## src/hw/rtl/lcc_pkg.sv

```systemverilog
// ----------------------------------------------------------------------------
// lcc_pkg
// Shared types, widths and helpers for the lattice coordinate conversion.
// ----------------------------------------------------------------------------
package lcc_pkg;

    localparam int LAT_W     = 21;   // signed Q8.12 lattice component
    localparam int ROW_W     = 3 * LAT_W;
    localparam int COORD_W   = 32;   // signed Q16.16 coordinate
    localparam int CFG_IDX_W = 2;
    localparam int DIV_STEPS = 33;   // quotient bits below the overflow check
    localparam int D_W       = 63;   // magnitude of the determinant
    localparam int R_W       = 64;   // divider partial remainder
    localparam int N_W       = 86;   // scaled numerator magnitude
    localparam int SQ_W      = 45;   // quotient width fed to the saturator

    localparam logic [CFG_IDX_W-1:0] REG_ROW_A = 2'd0;
    localparam logic [CFG_IDX_W-1:0] REG_ROW_B = 2'd1;
    localparam logic [CFG_IDX_W-1:0] REG_ROW_C = 2'd2;

    localparam logic [ROW_W-1:0] ROW_A_RST = 63'd4096;
    localparam logic [ROW_W-1:0] ROW_B_RST = 63'd8589934592;
    localparam logic [ROW_W-1:0] ROW_C_RST = 63'd18014398509481984;

    localparam logic ACT_TO_CART = 1'b0;

    typedef struct packed {
        logic                      action;
        logic signed [COORD_W-1:0] coord_a;
        logic signed [COORD_W-1:0] coord_b;
        logic signed [COORD_W-1:0] coord_c;
    } t_in_item;

    typedef struct packed {
        logic signed [COORD_W-1:0] result_a;
        logic signed [COORD_W-1:0] result_b;
        logic signed [COORD_W-1:0] result_c;
        logic                      singular;
    } t_out_item;

    // state carried through the restoring divider stages
    typedef struct packed {
        logic [2:0][R_W-1:0]       rem;
        logic [2:0][DIV_STEPS-1:0] quo;
        logic [2:0][DIV_STEPS-1:0] num_lo;
        logic [2:0]                neg;
        logic [2:0]                big;
        logic [D_W-1:0]            dvs;
        logic                      singular;
        logic                      action;
        t_out_item                 fwd;
    } t_div_state;

    // rounded magnitude and sign to a saturated Q16.16 pattern
    function automatic logic [COORD_W-1:0] sat_q16(input logic neg,
                                                   input logic [SQ_W-1:0] q,
                                                   input logic big);
        logic [SQ_W-1:0] nq;
        nq = ~q + 1'b1;
        if (neg) begin
            if (big || q > SQ_W'(64'h8000_0000)) return 32'h8000_0000;
            return nq[COORD_W-1:0];
        end
        if (big || q > SQ_W'(64'h7FFF_FFFF)) return 32'h7FFF_FFFF;
        return q[COORD_W-1:0];
    endfunction

endpackage

```

## src/hw/rtl/lcc_div_step.sv

```systemverilog
// ----------------------------------------------------------------------------
// lcc_div_step
// One restoring division step for the three inverse channels.
// ----------------------------------------------------------------------------
module lcc_div_step (
    input  logic                i_clk,
    input  logic                i_rst_n,
    input  logic                i_en,
    input  logic                i_vld,
    input  lcc_pkg::t_div_state i_st,
    output logic                o_vld,
    output lcc_pkg::t_div_state o_st
);
    import lcc_pkg::*;

    logic       r_vld;
    t_div_state r_st;
    t_div_state n_st;
    logic [R_W:0] shifted [3];
    logic [R_W:0] diff    [3];

    always_comb begin
        n_st = i_st;
        for (int k = 0; k < 3; k++) begin
            shifted[k] = {i_st.rem[k], i_st.num_lo[k][DIV_STEPS-1]};
            diff[k]    = shifted[k] - (R_W+1)'(i_st.dvs);
            n_st.num_lo[k] = {i_st.num_lo[k][DIV_STEPS-2:0], 1'b0};
            if (shifted[k] >= (R_W+1)'(i_st.dvs)) begin
                n_st.rem[k] = diff[k][R_W-1:0];
                n_st.quo[k] = {i_st.quo[k][DIV_STEPS-2:0], 1'b1};
            end else begin
                n_st.rem[k] = shifted[k][R_W-1:0];
                n_st.quo[k] = {i_st.quo[k][DIV_STEPS-2:0], 1'b0};
            end
        end
    end

    always_ff @(posedge i_clk) begin
        if (!i_rst_n) begin
            r_vld <= 1'b0;
        end else if (i_en) begin
            r_vld <= i_vld;
        end
    end

    always_ff @(posedge i_clk) begin
        if (i_en) begin
            r_st <= n_st;
        end
    end

    assign o_vld = r_vld;
    assign o_st  = r_st;

endmodule

```

## config.mk

```make
export PLATFORM = sky130hd
export DESIGN_NAME = lcc_div_step
export DESIGN_NICKNAME = d
export VERILOG_FILES = /design/src/hw/rtl/lcc_pkg.sv /design/src/hw/rtl/lcc_div_step.sv
export SDC_FILE = /design/constraint.sdc
export NUM_CORES = 1
export LEC_CHECK = 0
export BUFFER_PORTS_ARGS = -buffer_cell sky130_fd_sc_hd__buf_2
export CAP_MARGIN = 5
export CORE_AREA = 2 2 433 435
export CTS_CLUSTER_DIAMETER = 30
export CTS_CLUSTER_SIZE = 28
export DETAILED_ROUTE_END_ITERATION = 8
export DIE_AREA = 0 0 435 437
export REMOVE_ABC_BUFFERS = 1
export SYNTH_ARGS = -nofsm -noshare
export SYNTH_HDL_FRONTEND = slang
export SYNTH_SLANG_ARGS = --single-unit
```

## constraint.sdc

```tcl
create_clock -name i_clk -period 3.8 [get_ports i_clk]
set_input_delay 0.19 -clock i_clk [delete_from_list [all_inputs] [get_ports i_clk]]
set_output_delay 0.19 -clock i_clk [all_outputs]
set_load 0.1 [all_outputs]
```

Word level (Yosys, flattened, before mapping)
Cells that the tools add are included.

storage, ports and cells
  register bits = 556
  output and inout bits = 559
  logic and storage cells = 31

operators by class
  $add $sub $neg = 3
  magnitude comparators = 3
  mux-type cells = 6

operator list
  kind                            count
  >= comparator 65 x 63 -> 1 bit  3
  two-way mux 64 bit              3
  subtractor 64 x 63 -> 64 bit    3
  two-way mux 1 bit               3

Logic depth before layout (Yosys ltp)
  depth in word-level cells = 2
  gate-level depth with buffers = 16

Worst setup path after synthesis
Ideal clock, no wire load.

  path kind = in2reg
  start = input port i_st[121] in the netlist's numbering
  end = register r_st (netlist bit o_st[526]) (data pin)
  arrival = 2.623 ns
  data required time = 3.538 ns
  path slack = 0.915 ns
  stages = 13
  buffers on the path = 1
  path through = inv_1 ha_1 a21o_1 a21o_1 a221o_1 a21oi_1 o21a_1 a21oi_1 nor2_1 o2111a_2 inv_2 buf_4 mux2_1

RTL lines
  item                    RTL line            text
  start: declaration      lcc_div_step.sv:10  input lcc_pkg::t_div_state i_st,
  end signal: assignment  lcc_div_step.sv:48  r_st <= n_st;
  end: declaration        lcc_div_step.sv:17  t_div_state r_st;

==> results_dict.tcl <==
set metrics [dict create \
    status "finished, final reports clean" \
    yosysTopAreaCell "edfxtp_1" \
    gr-total-overflow 0 \
    hold_viol 0 \
    multi_input_area_um2 13000 \
    startpoint_type "primary input" \
    area_growth_pct 68.45 \
    insertion_delay_ns 0.76 \
    cp_slowest_cell "dlygate4sd3_1" \
    synth_flop_cell "edfxtp_1" \
    vias_per_cell 4.386 \
    final_area_um2 51550 \
    antenna_found_initial 75 \
    numClockSinks 556 \
    crit_fanout 4 \
    ys_types 93 \
    rsz0062_at_grt "true" \
    port_buffers 1114 \
    drt-initial-drc-count 2425 \
    ys_ff_latch 556 \
    path_class "primary input to flip-flop" \
    max-slew-margin-rel_pct 36.66 \
    die-height_um 437 \
    grt_start_max_net_pins 78 \
    ant_nets 0 \
    cap_violations 0 \
    h-tree-depth 4 \
    nets 5516 \
    wl_per_cell_um 27.81 \
    ctsLongestPathBuffers 3 \
    setup_viol 0 \
    yosys_warnings 0 \
    powerDensity_nw_per_um2 587.3 \
    worstPathArrival_ns 4.39 \
    async_flop_share_pct 0 \
    skew_ns 0 \
    cp-end-kind "flip-flop" \
    grt_pass1_vias 33080 \
    die_x_um 435 \
    rows 158 \
    synth_top_area_share_pct 54.46 \
    path_cells "dlygate4sd3_1 > buf_2 > inv_1 > ha_1 > nand4_1 > nor3_1 > buf_4 > nand2_1 > a211oi_1 > buf_4 > o21a_1 > o21ai_1 > a21boi_1 > buf_4 > o21ai_1 > and3_1 > o41ai_4 > buf_4" \
    cp_num_buf_inv 7 \
    synth_edf_count 555 \
    synth_cells 2774 \
    leakagePower_nw 22.06 \
    period_share_pct 99.16 \
    grt.total_usage_pct 20.77 \
    synth_seq_area_share_pct 54.53 \
    numCtsBuffers 142 \
    max_freq_mhz 265.4 \
    syn-mean-instance-area_um2 11.03 \
    io_pins 1121 \
    slew_violations 0 \
    grt_pass1_wl_um 271200 \
    setup_tns_ns 0 \
    placed_area_um2 41130 \
    root_buffer "clkbuf_16" \
    path_common_cell "buf_4" \
    worstPathRequired_ns 4.43 \
    synth_top_cells_by_area "edfxtp_1 54%, ha_1 7.7%, a21oi_1 6.1%" \
    fill_cells 19240 \
    num_vias 32430 \
    core_area_um2 185000 \
    ff_latch_area_um2 16690 \
    finalPower_w 0.03028 \
    slowest_delay_ns 0.52 \
    first_pass_iters 6 \
    dpl.hpwl_um 171200 \
    period_needed_ns 3.768 \
    worstMarginPinSlew_ns 0.9501 \
    clk_pin_slew_ns 0.06 \
    irDropWorstVdd_uv 405.4 \
    floorplan.initialDensity_pct 16.54 \
    hold_path_class "primary input to flip-flop" \
    drive_gt1_share_pct 34.54 \
    gp_congestion 0.9925 \
    wirelength_um 205600 \
    crit_family "buffers and inverters" \
    cts_tree "done" \
    syn-cell-area_um2 30600 \
    drc 0 \
    die_area_um2 190100 \
]
==> cell usage in the layout (no fill, tap or decap), types with 20 or more instances in the layout <==
| cell | n |
|---|---|
| xor2_1 | 66 |
| and3_1 | 23 |
| clkbuf_1 | 20 |
| ha_1 | 189 |
| nand2_1 | 203 |
| dlygate4sd3_1 | 555 |
| edfxtp_1 | 555 |
| nand3_1 | 43 |
| inv_6 | 20 |
| buf_4 | 271 |
| nor2_1 | 270 |
| buf_2 | 1113 |
| nor2b_1 | 21 |
| xnor2_1 | 99 |
| and2_1 | 21 |
| diode_2 | 40 |
| o21a_1 | 26 |
| inv_1 | 117 |
| nand4_1 | 58 |
| a21oi_1 | 373 |
| clkbuf_16 | 143 |
| o21ai_0 | 137 |
| a21o_1 | 103 |
| nor3_1 | 31 |
| o21bai_1 | 41 |
==> flip-flops by register name, indices dropped and copies added, names as in the netlist <==
register / count
o_st: 555
o_vld: 1
==> synthesized netlist by cell type, drive strengths merged (5+ instances only) <==
library cell    n
edfxtp        555
a21oi         375
nor2          271
nand2         203
ha            189
o21ai         145
inv           120
a21o          103
xnor2          99
clkbuf         66
xor2           66
nand4          58
buf            48
nand3          43
o21bai         41
nor3           31
o21a           26
and3           23
and2           21
nor2b          21
o31ai          20
a31oi          19
o211ai         19
a211oi         17
nor4           16
mux2           14
nand2b         14
a21boi          9
or3             9
nor3b           8
a211o           7
o41ai           7
or2             7
a31o            6
or4             6
a221o           5
a41o            5
mux2i           5
o211a           5
o21ba           5
o311ai          5
==> timing repair <==
item                                    4_1_cts  5_1_grt
hold buffers                                555        0
endpoints found under the setup margin        0       23
resized for setup                             0        5
setup buffers                                 0        0
endpoints found under the hold margin       568        0
==> power breakdown <==
part           leakage (nW)  internal [W]  switching, W
Combinational          14.4       0.00237       0.00803
Sequential             5.44       0.00763      0.000366
Clock                  2.26       0.00766       0.00422
==> cells by family after synthesis <==
| family | Yosys count | synth area share, % |
|---|---|---|
| adders and majority gates | 192 | 7.924 |
| buffers and inverters | 234 | 3.205 |
| xor gates and xnor gates | 165 | 4.722 |
| DFF | 556 | 54.53 |
| AOI/OAI and AO/OA | 861 | 17.64 |
| and+or+nand+nor | 746 | 11.29 |
| muxes | 19 | 0.6787 |
| other | 1 | 0.01225 |
==> metal layers <==
| metal | part of all wire [%] | wire length, um | vias to the layer above | track usage (%) |
|---|---|---|---|---|
| met5 | 0.11 | 218 | - | 0 |
| met4 | 11 | 21730 | 32 | 18.35 |
| met3 | 6.7 | 13730 | 598 | 5.478 |
| met2 | 51 | 104200 | 1622 | 37.42 |
| met1 | 32 | 65780 | 15700 | 19.34 |
| li1 | - | - | 14480 | - |
==> final timing paths <==
path | from | end | slack [ns] | cells after the start
worst max-delay path | i_st[120] | o_st[486] | 0.03 | 18
worst min-delay path | i_st[53] | o_st[53] | 0.13 | 2
worst max register to register | o_vld | o_vld | 2.56 | 3
worst min register to register | o_vld | o_vld | 1.18 | 3
==> cell type report <==
cell class / instances / area share (%)
Sequential cell: 556 / 32.37
Timing Repair Buffer: 1956 / 26.16
Multi-Input combinational cell: 1986 / 25.21
Clock buffer: 163 / 7.088
Tap cell: 2480 / 6.020
Clock inverter: 94 / 2.073
Inverter: 120 / 0.8787
Antenna cell: 40 / 0.1942
==> through the flow <==
stage                     util (%)  std cells  hold WS, ns  setup WS [ns]
after floorplan                  -       2662       0.2889        0.06622
after global placement       22.23       6543       0.3673        -0.5818
after global routing         27.84       7384      0.06975       -0.04834
after CTS                    27.78       7355      0.04378       0.005264
final                        27.86       7395       0.1309        0.03183
after detailed placement     22.23       6543       0.3681        -0.5605
(Power assumes the default switching activity.)
